File: src/rtl/eqi_pkg.sv
// eqi_pkg: shared types and constants for the empirical quantile interpolator
// used by eqi_cell, eqi_interp and empirical_quantile_interpolator_top
package eqi_pkg;

  localparam int DEPTH_DEFAULT = 64;   // sample store depth
  localparam int SAMPLE_W      = 32;   // sample and result width
  localparam int PROB_W        = 16;   // 0.16 probability
  localparam int FRAC_W        = 16;   // fraction bits of t and pos
  localparam int POS_W         = 19;   // pos lies in -2^15 .. 2^17
  localparam int COUNT_OUT_W   = 7;    // reported sample count width

  typedef enum logic [1:0] {
    FUNC_CLEAR = 2'd0,
    FUNC_LOAD  = 2'd1,
    FUNC_QUERY = 2'd2,
    FUNC_NOP   = 2'd3
  } func_t;

  typedef enum logic [1:0] {
    STATUS_OK   = 2'd0,
    STATUS_FULL = 2'd1,
    STATUS_FEW  = 2'd2
  } status_t;

  typedef enum logic [2:0] {
    ST_IDLE,
    ST_IDX,
    ST_SEL,
    ST_MUL,
    ST_FIN
  } state_t;

  // broadcast to every cell of the chain
  typedef struct packed {
    logic                        load;
    logic signed [SAMPLE_W-1:0]  value;
  } cell_ctl_t;

endpackage

File: src/rtl/eqi_interp.sv
// eqi_interp: interpolation arithmetic, product stage then round and saturate
// depends on eqi_pkg
module eqi_interp (
  input  logic                                 clk,
  input  logic                                 mul_en,
  input  logic signed [eqi_pkg::SAMPLE_W-1:0]  s0,
  input  logic signed [eqi_pkg::SAMPLE_W-1:0]  s1,
  input  logic signed [eqi_pkg::POS_W-1:0]     pos,
  output logic signed [eqi_pkg::SAMPLE_W-1:0]  result
);
  import eqi_pkg::*;

  localparam int DIFF_W = SAMPLE_W + 1;
  localparam int PROD_W = DIFF_W + POS_W;
  localparam int ACC_W  = PROD_W + 1;
  localparam int RND_W  = ACC_W - FRAC_W;

  localparam logic signed [RND_W-1:0] MAX_R = RND_W'(64'sd2147483647);
  localparam logic signed [RND_W-1:0] MIN_R = -RND_W'(64'sd2147483648);

  logic signed [DIFF_W-1:0]   diff;
  logic signed [PROD_W-1:0]   prod;
  logic signed [SAMPLE_W-1:0] base;
  logic signed [ACC_W-1:0]    acc;
  logic signed [RND_W-1:0]    rnd;

  assign diff = DIFF_W'(s1) - DIFF_W'(s0);

  always_ff @(posedge clk) begin
    if (mul_en) begin
      prod <= PROD_W'(pos) * PROD_W'(diff);
      base <= s0;
    end
  end

  // round to nearest, ties up
  assign acc = (ACC_W'(base) <<< FRAC_W) + ACC_W'(prod)
             + ACC_W'(1 << (FRAC_W - 1));
  assign rnd = RND_W'(acc >>> FRAC_W);

  always_comb begin
    if (rnd > MAX_R) begin
      result = SAMPLE_W'(MAX_R);
    end else if (rnd < MIN_R) begin
      result = SAMPLE_W'(MIN_R);
    end else begin
      result = SAMPLE_W'(rnd);
    end
  end

endmodule

File: config.mk
export PLATFORM = sky130hd
export DESIGN_NAME = eqi_interp
export DESIGN_NICKNAME = d
export VERILOG_FILES = /design/src/rtl/eqi_pkg.sv /design/src/rtl/eqi_interp.sv
export SDC_FILE = /design/constraint.sdc
export NUM_CORES = 2
export LEC_CHECK = 0
export BUFFER_PORTS_ARGS = -buffer_cell sky130_fd_sc_hd__buf_2
export CORE_UTILIZATION = 50
export DETAILED_ROUTE_END_ITERATION = 16
export PLACE_DENSITY = 0.72
export REMOVE_ABC_BUFFERS = 1
export SLEW_MARGIN = 40
export SYNTH_ARGS = -nofsm -noshare
export SYNTH_HDL_FRONTEND = slang
export SYNTH_SLANG_ARGS = --single-unit
File: constraint.sdc
create_clock -name clk -period 18.4 [get_ports clk]
set_input_delay 2.76 -clock clk [delete_from_list [all_inputs] [get_ports clk]]
set_output_delay 2.76 -clock clk [all_outputs]
set_load 0.02 [all_outputs]
==> metrics.txt <==
post-synth cell types 74; Synth top area share 44.3%; # DRC 0; Fmax 0.0814 GHz; die area 0.0558 sq mm; highest metal used met4; Tot GR Track Use 27.1%; Worst path max stage delay 650 ps; layout cells sized above 1 6.84%; final net count 3964; remaining global-route overflow 0; hold depth 1; antenna viol nets, final 0; CTS root buf clkbuf_16; max-slew violation count 0; Post-Syn Instances 3010; ys flop type edfxtp_1; final setup fails 0; Post-CTS Hold Fix Bufs 0; post-route minimum period 12280 ps; drt total wl 73400 microns; CTS tree built; Hold EP base[30]$_DFFE_PP_; delay-heaviest family, CP adder cells; setup bufs post-CTS 0; wire per inst 19.5 microns; worst slew pin tran 867 ps; post-cts repair resize count 0; unrepaired setup endpoints after global routing false; vias in the first global route 21400; Crit. End Element flop; Ys Warns 0; Critical-path top delay cell or3_2; pin count of the biggest net entering global routing 70; TritonCTS buffer count 9; core footprint 0.0540 sq mm; initial antenna violation count 1; max_slew headroom 42.2%; Cell Rows 85; drt first pass iters 8; WP depth 34; CTS clk-pin slew, worst paths 60 ps; DPL Wire Length 57000 microns; cell mode on critical path fa_1; vias after detailed routing 20600; metal3 WL 4570 microns; most instantiated cells after synthesis inv_1 (697), fa_1 (608), nand2_1 (359); Die Wd 236 microns; Async S/R FF share, synth 0%; Finished Core Util 53.8%; hold_sp s0[30]; number of synthesized flops with an enable pin 69; Ports 117; number of antenna diodes 0; Setup CP Type in2reg; crit start category input pin; CP required 18480 ps; Vias/cell 5.47; most frequent cell after synthesis inv_1; Seq/Total Area, Yosys 7.55%; Fillers 4945; WL met1 30400 microns; Die Ht 236 microns; first-pass GRT wire length 118000 microns; main area contributors after synthesis fa_1 (44%), inv_1 (9.5%), ha_1 (9.3%), edfxtp_1 (7.5%), and2_1 (5.4%); status finished clean; initial core utilization 50.8%; syn avg cell area 9.12 sq um; Max Cap Viol 0; Worst Hold Class in2reg; Netlist Area Pre-Place 0.0275 sq mm; crit path buf inv count 6; routed length on met2 35900 microns; CP max FO 19; final period utilization 66.7%; DRT iter0 DRCs 1203; RePlAce Congestion 0.933; Yosys top cell by area fa_1; clk sinks 69; WP data arrival 12360 ps; Final TNS setup 0 ps; H-tree depth 3; IO Port Bufs 116; CTS Buffer Depth 2; flops & latches, synth 69; Final Hold Viols 0; Area growth syn-to-layout 5.85%
logic make-up after synthesis:
group | count (synthesis) | synth area share, %
xor+xnor | 103 | 3.29
flops | 69 | 7.55
buf+inv | 814 | 11.3
mux | 20 | 0.757
fa+ha+maj | 812 | 53.6
compound gates | 316 | 7.56
simple gates | 876 | 15.9
metrics by stage:
step           instances  setup slack [ps]  hold WS (ps)  instance area, sq um
2_1_floorplan       2893              6800          2860                 27000
3_3_place_gp        3752              6130          2950                 28800
3_5_place_dp        3752              5880          2950                 28800
4_1_cts             3768              6210          2600                 29000
5_1_grt             3768              5700          2590                 29100
6_report            3768              6120          2610                 29100
cell usage in the layout, fill, tap and decap left out, types with 9 or more instances in the layout:
| cell type | n |
|---|---|
| a21oi_1 | 97 |
| xnor2_1 | 73 |
| nor2b_1 | 35 |
| fa_1 | 608 |
| xor2_1 | 30 |
| nand2_1 | 359 |
| nor3_1 | 18 |
| o21a_1 | 14 |
| nand3_1 | 39 |
| nand4_1 | 14 |
| and2_1 | 235 |
| and3_1 | 28 |
| nor2_1 | 71 |
| buf_2 | 114 |
| nand2b_1 | 47 |
| edfxtp_1 | 69 |
| o21ai_0 | 50 |
| o21ai_1 | 11 |
| clkbuf_16 | 9 |
| buf_4 | 48 |
| ha_1 | 204 |
| o21bai_1 | 18 |
| a21o_1 | 54 |
| mux2i_1 | 14 |
| inv_1 | 697 |
sequential cells by signal, indices dropped and copies added (netlist names):
name / flops
prod: 37
base: 32
layer usage:
| layer | up-vias | global-route usage [%] |
|---|---|---|
| li1 | 9211 | - |
| met1 | 10500 | 36.1 |
| met2 | 764 | 45.7 |
| met3 | 146 | 3.39 |
| met4 | 0 | 9.27 |
| met5 | - | 0 |
how the worst max path moves through the flow:
| stage | startpoint | to |
|---|---|---|
| 3_3_place_gp | s0[1] | prod[37]$_DFFE_PP_ |
| 4_1_cts | s0[1] | prod[37]$_DFFE_PP_ |
| 5_1_grt | s0[1] | prod[34]$_DFFE_PP_ |
| 6_report | s0[1] | prod[37]$_DFFE_PP_ |
| 3_5_place_dp | s0[1] | prod[37]$_DFFE_PP_ |
| 2_1_floorplan | s0[2] | prod[48]$_DFFE_PP_ |
cell type report:
type / count / area [sq um] / area share [%]
clock buffer: 13 / 240 / 0.827
sequential: 69 / 2070 / 7.13
tap: 696 / 871 / 3.00
inverter: 697 / 2620 / 9.00
multi-input combinational: 2127 / 22300 / 76.7
timing repair buffer: 163 / 942 / 3.24
clock inverter: 3 / 22.5 / 0.0775
Power is not shown: default switching activity piles up to over one toggle a cycle in this logic, so the estimate is an artifact.
