File: src/rtl/eqi_pkg.sv
// eqi_pkg: shared types and constants for the empirical quantile interpolator
// used by eqi_cell, eqi_interp and empirical_quantile_interpolator_top
package eqi_pkg;

  localparam int DEPTH_DEFAULT = 64;   // sample store depth
  localparam int SAMPLE_W      = 32;   // sample and result width
  localparam int PROB_W        = 16;   // 0.16 probability
  localparam int FRAC_W        = 16;   // fraction bits of t and pos
  localparam int POS_W         = 19;   // pos lies in -2^15 .. 2^17
  localparam int COUNT_OUT_W   = 7;    // reported sample count width

  typedef enum logic [1:0] {
    FUNC_CLEAR = 2'd0,
    FUNC_LOAD  = 2'd1,
    FUNC_QUERY = 2'd2,
    FUNC_NOP   = 2'd3
  } func_t;

  typedef enum logic [1:0] {
    STATUS_OK   = 2'd0,
    STATUS_FULL = 2'd1,
    STATUS_FEW  = 2'd2
  } status_t;

  typedef enum logic [2:0] {
    ST_IDLE,
    ST_IDX,
    ST_SEL,
    ST_MUL,
    ST_FIN
  } state_t;

  // broadcast to every cell of the chain
  typedef struct packed {
    logic                        load;
    logic signed [SAMPLE_W-1:0]  value;
  } cell_ctl_t;

endpackage

File: src/rtl/eqi_cell.sv
// eqi_cell: one cell of the sorted sample chain, holds one sample
// depends on eqi_pkg
module eqi_cell #(
  parameter int INDEX   = 0,
  parameter int COUNT_W = 7,
  parameter int IDX_W   = 6
) (
  input  logic                                 clk,
  input  eqi_pkg::cell_ctl_t                   ctl,
  input  logic [COUNT_W-1:0]                   count,
  input  logic signed [eqi_pkg::SAMPLE_W-1:0]  left_sample,
  input  logic                                 left_gt,
  input  logic [IDX_W-1:0]                     rd_idx0,
  input  logic [IDX_W-1:0]                     rd_idx1,
  output logic signed [eqi_pkg::SAMPLE_W-1:0]  sample,
  output logic                                 gt,
  output logic [eqi_pkg::SAMPLE_W-1:0]         rd_data0,
  output logic [eqi_pkg::SAMPLE_W-1:0]         rd_data1
);
  import eqi_pkg::*;

  localparam logic [COUNT_W-1:0] MY_POS = COUNT_W'(INDEX);
  localparam logic [IDX_W-1:0]   MY_IDX = IDX_W'(INDEX);

  logic occupied;
  logic at_end;

  assign occupied = MY_POS < count;
  assign at_end   = MY_POS == count;
  // new sample goes after equal ones, so only strictly greater entries move
  assign gt       = occupied && (sample > ctl.value);

  always_ff @(posedge clk) begin
    if (ctl.load && (occupied || at_end)) begin
      if (left_gt) begin
        sample <= left_sample;
      end else if (gt || at_end) begin
        sample <= ctl.value;
      end
    end
  end

  assign rd_data0 = (rd_idx0 == MY_IDX) ? sample : '0;
  assign rd_data1 = (rd_idx1 == MY_IDX) ? sample : '0;

endmodule

File: config.mk
export PLATFORM = sky130hd
export DESIGN_NAME = eqi_cell
export DESIGN_NICKNAME = d
export VERILOG_FILES = /design/src/rtl/eqi_pkg.sv /design/src/rtl/eqi_cell.sv
export SDC_FILE = /design/constraint.sdc
export NUM_CORES = 1
export LEC_CHECK = 0
export ABC_AREA = 1
export BUFFER_PORTS_ARGS = -buffer_cell sky130_fd_sc_hd__buf_2
export CAP_MARGIN = 15
export CORE_MARGIN = 8
export CORE_UTILIZATION = 45
export DETAILED_ROUTE_END_ITERATION = 6
export HOLD_SLACK_MARGIN = 0.1
export PLACE_DENSITY = 0.95
export REMOVE_ABC_BUFFERS = 1
export SLEW_MARGIN = 10
export SYNTH_ARGS = -nofsm -noshare
export SYNTH_HDL_FRONTEND = slang
export SYNTH_SLANG_ARGS = --single-unit
File: constraint.sdc
create_clock -name clk -period 8.1 [get_ports clk]
set_input_delay 0.81 -clock clk [delete_from_list [all_inputs] [get_ports clk]]
set_output_delay 0.81 -clock clk [all_outputs]
set_load 0.02 [all_outputs]
==> reports/results.ini, run 1 <==
[run_status]
status=completed

[detailed_routing]
drt-initial-drc-count=126
wl_um=8240
met3_wirelength_um=735
wl_met2_um=4340
ant_nets=0
vias=2897
drc=0
firstDrtPassIters=4
avgViaCountPerCell=4.73
topRoutingLayerUsed=met4
wl_met1_um=3060
post_drt_wl_per_cell_um=13.4

[timing]
hold_violations=0
setup_viol_count_final=0
period_needed_ns=3.36
clock_skew_ns=0.00744
rsz0062_at_grt=false
slew_headroom_pct=22.3
worstMarginPinSlew_ns=1.16
fmax_ghz=0.297
fin_crit_sh_pct=41.5
slew_viol_final=0
fin_setup_tns_ns=0

[die]
die_h_um=92.1
dieArea_um2=8480
start_util_pct=47.0
core_um2=5540
rows=27
num_io_pins=183
die_w_um=92.1

[final_layout]
final_layout_size_suffix_gt1_share_pct=36.0
syn_to_final_growth_pct=40.2
largest_register_ffs=32
top_regs=sample x32
multi_input_area_um2=1320
antenna_cells=0
top_register=sample
mostFrequentLayoutCells=182 x buf_2, 77 x nor2_1, 73 x inv_1
layout_commonest_cell=buf_2
register_area_um2=961
fillers=468
nNetsFinal=658

[cts]
cts_hold_buf=0
post-cts-setup-buffers=0
cts_buffers=5
clk_latency_ns=0.27
cts-resized-gates=0
htree_num_levels=2
clk_pin_slew_ns=0.07
cts_tree=built
cts_buffer_depth=2
cts-root-buf=clkbuf_8
cts.sinks=32

[critical_path]
critPathMaxStageDelay_ns=0.73
critPathMostFrequentCell=buf_2
critPathKind=input port to output port
crit_fanout=32
crit_slowest_cell=nand2_1
startpoint_type=input port
path_cells=buf_2 > nor4_1 > nand2_1 > nor2_1 > buf_2
cp.arrival_ns=2.55
cp_data_required_time_ns=7.29
worstSetupEndpointType=output port

[logic_synthesis]
synth.distinct_cells=22
syn-cell-area_um2=2600
ys_seq_elements=32
synth.avg_cell_area_um2=7.17
syn-instance-count=363
ys_seq_area_share_pct=36.9
synth_warnings=0

[grt]
antenna_found_initial=0
grt_usage_pct=18.9
grt_max_degree=65
grt_pass1_vias=2971
grt.overflow.total=0
grt_pass1_wl_um=13300

[min_path]
hp-class=input port to flip-flop

[power_and_ir_drop]
powerDensity_nw_per_um2=131
p_leak_uw=0.00224
peakVddDrop_mv=0.0818
fin_total_pwr_uw=478

[place]
gp_congestion=0.848
place.detailed.hpwl_um=6850
io_buffers=182

[run]
cap_violations=0

==> cells in the mapped netlist <==
cell	number	area [um^2]
clkbuf_1	9	33.8
o21a_1	2	15.0
nand3_1	2	10.0
a21o_1	1	7.51
edfxtp_1	32	961
a21oi_1	15	75.1
buf_1	3	11.3
a21oi_2	1	8.76
o21ai_0	33	165
mux2_2	1	11.3
buf_2	1	5.00
nand3_2	1	10.0
nor2_1	77	289
ha_1	32	400
nand2_1	71	267
nand2_2	1	6.26
clkinv_1	1	3.75
inv_1	73	274
nor4_1	3	18.8
nand4_1	1	6.26
nor2_2	2	12.5
nand4_2	1	12.5
==> per-layer routing <==
| metal | GRT usage, % | up-vias |
|---|---|---|
| met2 | 36.2 | 131 |
| met4 | 4.16 | 0 |
| met5 | 0 | - |
| met1 | 18.9 | 1262 |
| met3 | 6.60 | 10 |
| li1 | - | 1494 |
==> stage by stage <==
| step | worst slack [ns] | util [%] | instances | hold slack, ns | instance area, um^2 |
|---|---|---|---|---|---|
| finish | 4.74 | 65.9 | 613 | 0.811 | 3650 |
| global route | 4.68 | 65.9 | 613 | 0.820 | 3650 |
| CTS | 4.78 | 65.9 | 613 | 0.805 | 3650 |
| detailed placement | 4.67 | 64.4 | 605 | 1.09 | 3570 |
| global placement | 4.79 | 64.4 | 605 | 1.08 | 3570 |
| floorplan | 4.92 | - | 350 | 0.997 | 2550 |
==> path summary, 6_finish.rpt <==
kind	startpoint	to	slack (ns)	depth (start not counted)
min reg2reg	sample[31]	sample[22]	1.27	4
max	rd_idx0[3]	rd_data0[12]	4.74	5
max reg2reg	sample[31]	sample[21]	5.26	9
min	left_sample[7]	sample[7]	0.81	3
==> report_power, final <==
part | total [uW] | internal [uW] | switching [uW]
logic | 148 | 56.4 | 91.3
clock network | 115 | 59.8 | 55.0
registers | 215 | 204 | 11.8
total | 478 | 320 | 158
==> cell families after synthesis <==
family                     share of synthesized area (%)
adders and majority gates                           15.4
DFF                                                 36.9
muxes                                              0.432
buffers and inverters                               12.6
AOI/OAI and AO/OA                                   10.4
and+or+nand+nor                                     24.3
==> area by class of cell <==
class,count,area share [%]
Clock inverter,1,0.103
Tap cell,72,2.47
Inverter,74,7.61
Multi-Input combinational cell,244,36.2
Clock buffer,7,2.09
Timing Repair Buffer,183,25.2
Sequential cell,32,26.3
==> critical path: cells and delay by family <==
family / cells / cell delay, ns
buffers and inverters: 2 / 0.32
AND/OR/NAND/NOR: 3 / 1.42
Note: power is estimated with default switching activity, not from simulation.
==> inputs of run 2 (changes only) <==
Settings changed: ABC_AREA 1 to 0, CORE_UTILIZATION 45 to 38, PLACE_DENSITY 0.95 to 0.87.
Clock period 8.1 ns to 3 ns, I/O delays scaled along.
==> run 2 against run 1 <==
Non-clock buffer count grew 22. Register-to-register slack worse by 5.1 ns. Clock power rose to 2.7 times the previous value. Wire length increased by 15%. Cell area increased by 8.2%. Critical path type is now flip-flop to output port. Critical endpoint is now gt.
==> reports/results.ini, run 2 <==
[detailed_routing]
post_drt_wl_per_cell_um=16.4
ant_nets=0
avgViaCountPerCell=4.92
drc=0
vias=2841
firstDrtPassIters=4
drt-initial-drc-count=76
wl_um=9480

[place]
place.detailed.hpwl_um=7730
dpl.cell_count=555
gp_congestion=0.825
dpl_cell_area_um2=3650
post-place-ws_ns=0.0659
io_buffers=182

[final_layout]
layout_commonest_cell=buf_2
design_area_um2=3950
syn_to_final_growth_pct=53.8
fin_cells=577
largest_register_ffs=32
top_regs=sample x32
top_register=sample
antenna_cells=0
final_layout_size_suffix_gt1_share_pct=45.3
post-route-util_pct=59.1
mostFrequentLayoutCells=181 x buf_2, 62 x and2_1, 37 x nand2_1
nNetsFinal=614

[run]
cap_violations=0

[cts]
clk_pin_slew_ns=0.07
cts_buffer_depth=2
cts.sinks=32
cts_buffers=5
cts_tree=built
cts-root-buf=clkbuf_8
htree_num_levels=2
clk_latency_ns=0.28

[die]
start_util_pct=38.4
die_w_um=98.2
rows=30
core_um2=6680
die_h_um=98.2
num_io_pins=183
dieArea_um2=9640

[timing]
setup_viol_count_final=0
rsz0062_at_grt=false
worstMarginPinSlew_ns=0.572
final_critical_path_setup_slack_ns=0.0886
slew_headroom_pct=61.5
fmax_ghz=0.343
hold_violations=0
clock_skew_ns=0.0127
period_needed_ns=2.91
slew_viol_final=0
fin_crit_sh_pct=97.0

[logic_synthesis]
syn-cell-area_um2=2570
synthFlopType=edfxtp_1
yosys-top-cells-area=edfxtp_1 37%, ha_1 16%, and2_1 15%
synth_edf_count=32
synth_warnings=0
syn-instance-count=297
synth_top_cell_by_area=edfxtp_1
synth.avg_cell_area_um2=8.64
synth.distinct_cells=27
synth_common_cells=62 x and2_1, 38 x nand2_1, 34 x o21ai_0, 33 x inv_1
ys_seq_area_share_pct=37.4
ys_seq_elements=32
async_flop_share_pct=0
yosysMostFrequentCell=and2_1
yosys.area.top_type_share_pct=37.4

[critical_path]
cp_data_required_time_ns=2.70
cp.arrival_ns=2.61
critPathKind=flip-flop to output port
critPathMaxStageDelay_ns=0.58
crit_family=compound AO/OA/AOI/OAI gates
startpoint=sample[14]
worstSetupEndpointType=output port
path_cells=ha_4 > a21oi_2 > nand2_1 > a221o_1 > o31a_1 > or4b_4 > nand2_4 > buf_6
startpoint_type=flip-flop
r2r_start=sample[14]
crit_buf_inv=1
crit_fanout=3
crit_slowest_cell=or4b_4

[grt]
grt_usage_pct=18.9
grt_pass1_vias=3087
grt_max_degree=35
grt.overflow.total=0
grt_pass1_wl_um=14900
antenna_found_initial=0

[min_path]
hp-class=input port to flip-flop
hold_start=left_sample[20]

[power_and_ir_drop]
p_leak_uw=0.00213
powerDensity_nw_per_um2=339
peakVddDrop_mv=0.229

[run_status]
status=completed

run 2: cell count changes after synthesis, moves of 2 or more:
cell,delta
a21oi_1,-3
a31oi_1,+2
and2_1,+62
buf_1,-2
clkbuf_1,+3
inv_1,-40
nand2_1,-33
nand4_1,+7
nor2_1,-72
nor2_2,-2
nor3_1,+3
o211ai_1,+3
o21a_1,-2
or4_1,+3
run 2: kinds of logic after synthesis:
group,after synthesis,synth area share (%)
and+or+nand+nor,128,27.2
AOI/OAI and AO/OA,58,12.6
buffers and inverters,46,6.73
adders and majority gates,32,15.6
DFF,32,37.4
muxes,1,0.439
run 2: final timing paths:
| kind | endpoint | slack [ns] | depth (start not counted) |
|---|---|---|---|
| hold / removal | sample[20] | 0.30 | 3 |
| hold reg to reg | sample[11] | 1.29 | 4 |
| setup / recovery | gt | 0.09 | 8 |
| setup reg to reg | sample[17] | 0.13 | 8 |
run 2: routing by layer:
metal | vias up | global-route usage, % | routed length (um)
met4 | 0 | 4.60 | 123
met2 | 138 | 34.9 | 4830
li1 | 1418 | - | -
met3 | 12 | 7.11 | 822
met5 | - | 0 | 0
met1 | 1273 | 19.7 | 3710
run 2: final cells by class:
type | instances | area (um^2)
inverter | 33 | 124
timing repair buffer | 205 | 1110
fill | 573 | 2730
clock inverter | 1 | 3.75
tap | 80 | 100
multi-input combinational | 219 | 1570
clock buffer | 7 | 76.3
sequential | 32 | 961
run 2: stage by stage:
stage	setup TNS, ns	power, uW	hold WS, ns
finish	0	1340	0.297
floorplan	-46.11	790	0.487
detailed placement	0	981	0.584
CTS	0	1310	0.290
global placement	0	963	0.577
global route	0	1420	0.292
run 2: what timing repair did:
action	4_1_cts	5_1_grt
hold endpoints to repair	0	0
setup buffers	6	8
hold buffers	0	0
pin swaps	0	7
resized for setup	4	9
endpoints found under the setup margin	1	1
run 2: power breakdown:
part / switching, uW / total (uW) / internal, uW
registers: 34.5 / 581 / 547
logic: 248 / 442 / 194
clock network: 152 / 313 / 161
total: 435 / 1340 / 902
run 2: worst register-to-register path, delay by kind of cell, from the launching register on:
kind | cells | cell delay (ns)
compound gates | 4 | 0.99
fa+ha+maj | 1 | 0.28
buf+inv | 1 | 0.19
flops | 1 | 0.44
simple gates | 2 | 0.66
==> inputs of run 3 (changes only) <==
--- a/config.mk
+++ b/config.mk
@@ -15,3 +15,3 @@
 export PLACE_DENSITY = 0.87
-export REMOVE_ABC_BUFFERS = 1
+export SKIP_CTS_REPAIR_TIMING = 1
 export SLEW_MARGIN = 10
--- a/constraint.sdc
+++ b/constraint.sdc
@@ -3,2 +3,2 @@
 set_output_delay 0.3 -clock clk [all_outputs]
-set_load 0.02 [all_outputs]
+set_load 0.005 [all_outputs]
==> run 3 against run 2 <==
Fmax decreased by 0.80%. Setup slack lost 0.023 ns. Largest cell class unchanged. Clock power is essentially flat.
==> reports/results.ini, run 3 (synthesis results as in run 2) <==
[critical_path]
crit_slowest_cell=or4b_4
crit_buf_inv=1
cp.arrival_ns=2.63
critPathMaxStageDelay_ns=0.56
crit_family=simple AND/OR/NAND/NOR gates
startpoint_type=flip-flop
critPathKind=flip-flop to output port
path_cells=ha_1 > nand4_1 > nor2_1 > a221o_1 > o31a_1 > or4b_4 > nand2_1 > buf_2
worstSetupEndpointType=output port
cp_data_required_time_ns=2.70
crit_fanout=3

[power_and_ir_drop]
p_clk_share_pct=25.4
p_comb_share_pct=27.5
p_leak_uw=0.00204
sequentialPowerShare_pct=47.1
p_sw_uw=369
powerDensity_nw_per_um2=328
fin_total_pwr_uw=1240
p_int_uw=875
peakVddDrop_mv=0.224
swShare_pct=29.7

[detailed_routing]
topRoutingLayerUsed=met4
drc=0
vias=2787
avgViaCountPerCell=4.95
met3_wirelength_um=604
wl_met2_um=4680
wl_met1_um=3590
drt-initial-drc-count=143
post_drt_wl_per_cell_um=15.9
firstDrtPassIters=4
ant_nets=0
wl_um=8970

[final_layout]
nNetsFinal=600
layout_commonest_cell=buf_2
top_regs=sample x32
syn_to_final_growth_pct=47.7
top_register=sample
mostFrequentLayoutCells=182 x buf_2, 62 x and2_1, 38 x nand2_1
antenna_cells=0
final_layout_size_suffix_gt1_share_pct=43.1
post-route-util_pct=56.7
largest_register_ffs=32
fillers=608

[place]
io_buffers=182
place.detailed.hpwl_um=7430
gp_congestion=0.843

[die]
num_io_pins=183
dieArea_um2=9640
die_h_um=98.2
die_w_um=98.2
start_util_pct=38.4
rows=30
core_um2=6680

[grt]
antenna_found_initial=0
grt.overflow.total=0
grt_pass1_vias=2854
grt_usage_pct=17.8
grt_max_degree=36
grt_pass1_wl_um=14000

[run_status]
status=completed

[timing]
slew_headroom_pct=64.1
fin_crit_sh_pct=97.8
clock_skew_ns=0.00729
hold_violations=0
worstMarginPinSlew_ns=0.539
period_needed_ns=2.93
fmax_ghz=0.341
setup_viol_count_final=0
slew_viol_final=0

[cts]
clk_latency_ns=0.28
cts-root-buf=clkbuf_8
cts_tree=built
htree_num_levels=2
cts_buffer_depth=2
clk_pin_slew_ns=0.07
cts_buffers=5
cts.sinks=32

[logic_synthesis]
synth_nets=415

[min_path]
hp-class=input port to flip-flop

[run]
cap_violations=0

==> run 3: metal layers <==
metal  global-route usage (%)  vias up
met5                        0        -
met4                     4.25        0
met3                     5.26        7
met2                     32.7      101
met1                     19.6     1287
li1                         -     1392
==> run 3: final timing paths <==
check	startpoint	to	slack (ns)	depth (start not counted)
setup / recovery	sample[15]	gt	0.07	8
hold reg to reg	sample[31]	sample[29]	1.23	4
setup reg to reg	sample[15]	sample[22]	0.12	8
hold / removal	left_sample[30]	sample[30]	0.29	3
==> run 3: layout make-up <==
class	instances	area [um^2]	area share, %
clock inverter	1	3.75	0.0990
sequential	32	961	25.4
clock buffer	7	76.3	2.01
timing repair buffer	191	991	26.1
multi-input combinational	219	1530	40.5
inverter	33	124	3.27
tap	80	100	2.64
==> run 3: per-stage QoR <==
| step | std cells | hold WS (ns) | setup WS (ns) | cell area [um^2] | TNS [ns] |
|---|---|---|---|---|---|
| 2_1_floorplan | 297 | 0.487 | -0.0799 | 2610 | -2.56 |
| 3_3_place_gp | 551 | 0.577 | 0.160 | 3630 | 0 |
| 3_5_place_dp | 551 | 0.580 | 0.122 | 3630 | 0 |
| 4_1_cts | 559 | 0.287 | 0.0579 | 3710 | 0 |
| 5_1_grt | 563 | 0.295 | -0.00350 | 3790 | -0.00350 |
| 6_report | 563 | 0.292 | 0.0651 | 3790 | 0 |
==> run 3: power groups by stage <==
stage | registers, uW | clock network [uW] | logic, uW
floorplan | 589 | 0 | 164
global placement | 589 | 0 | 318
detailed placement | 595 | 0 | 328
CTS | 585 | 327 | 331
global route | 592 | 349 | 384
finish | 586 | 316 | 343
==> run 3: worst min-delay path: cells and delay by family <==
| family | cells | cell delay [ns] |
|---|---|---|
| compound gates | 1 | 0.05 |
| buf+inv | 1 | 0.08 |
| simple gates | 1 | 0.03 |
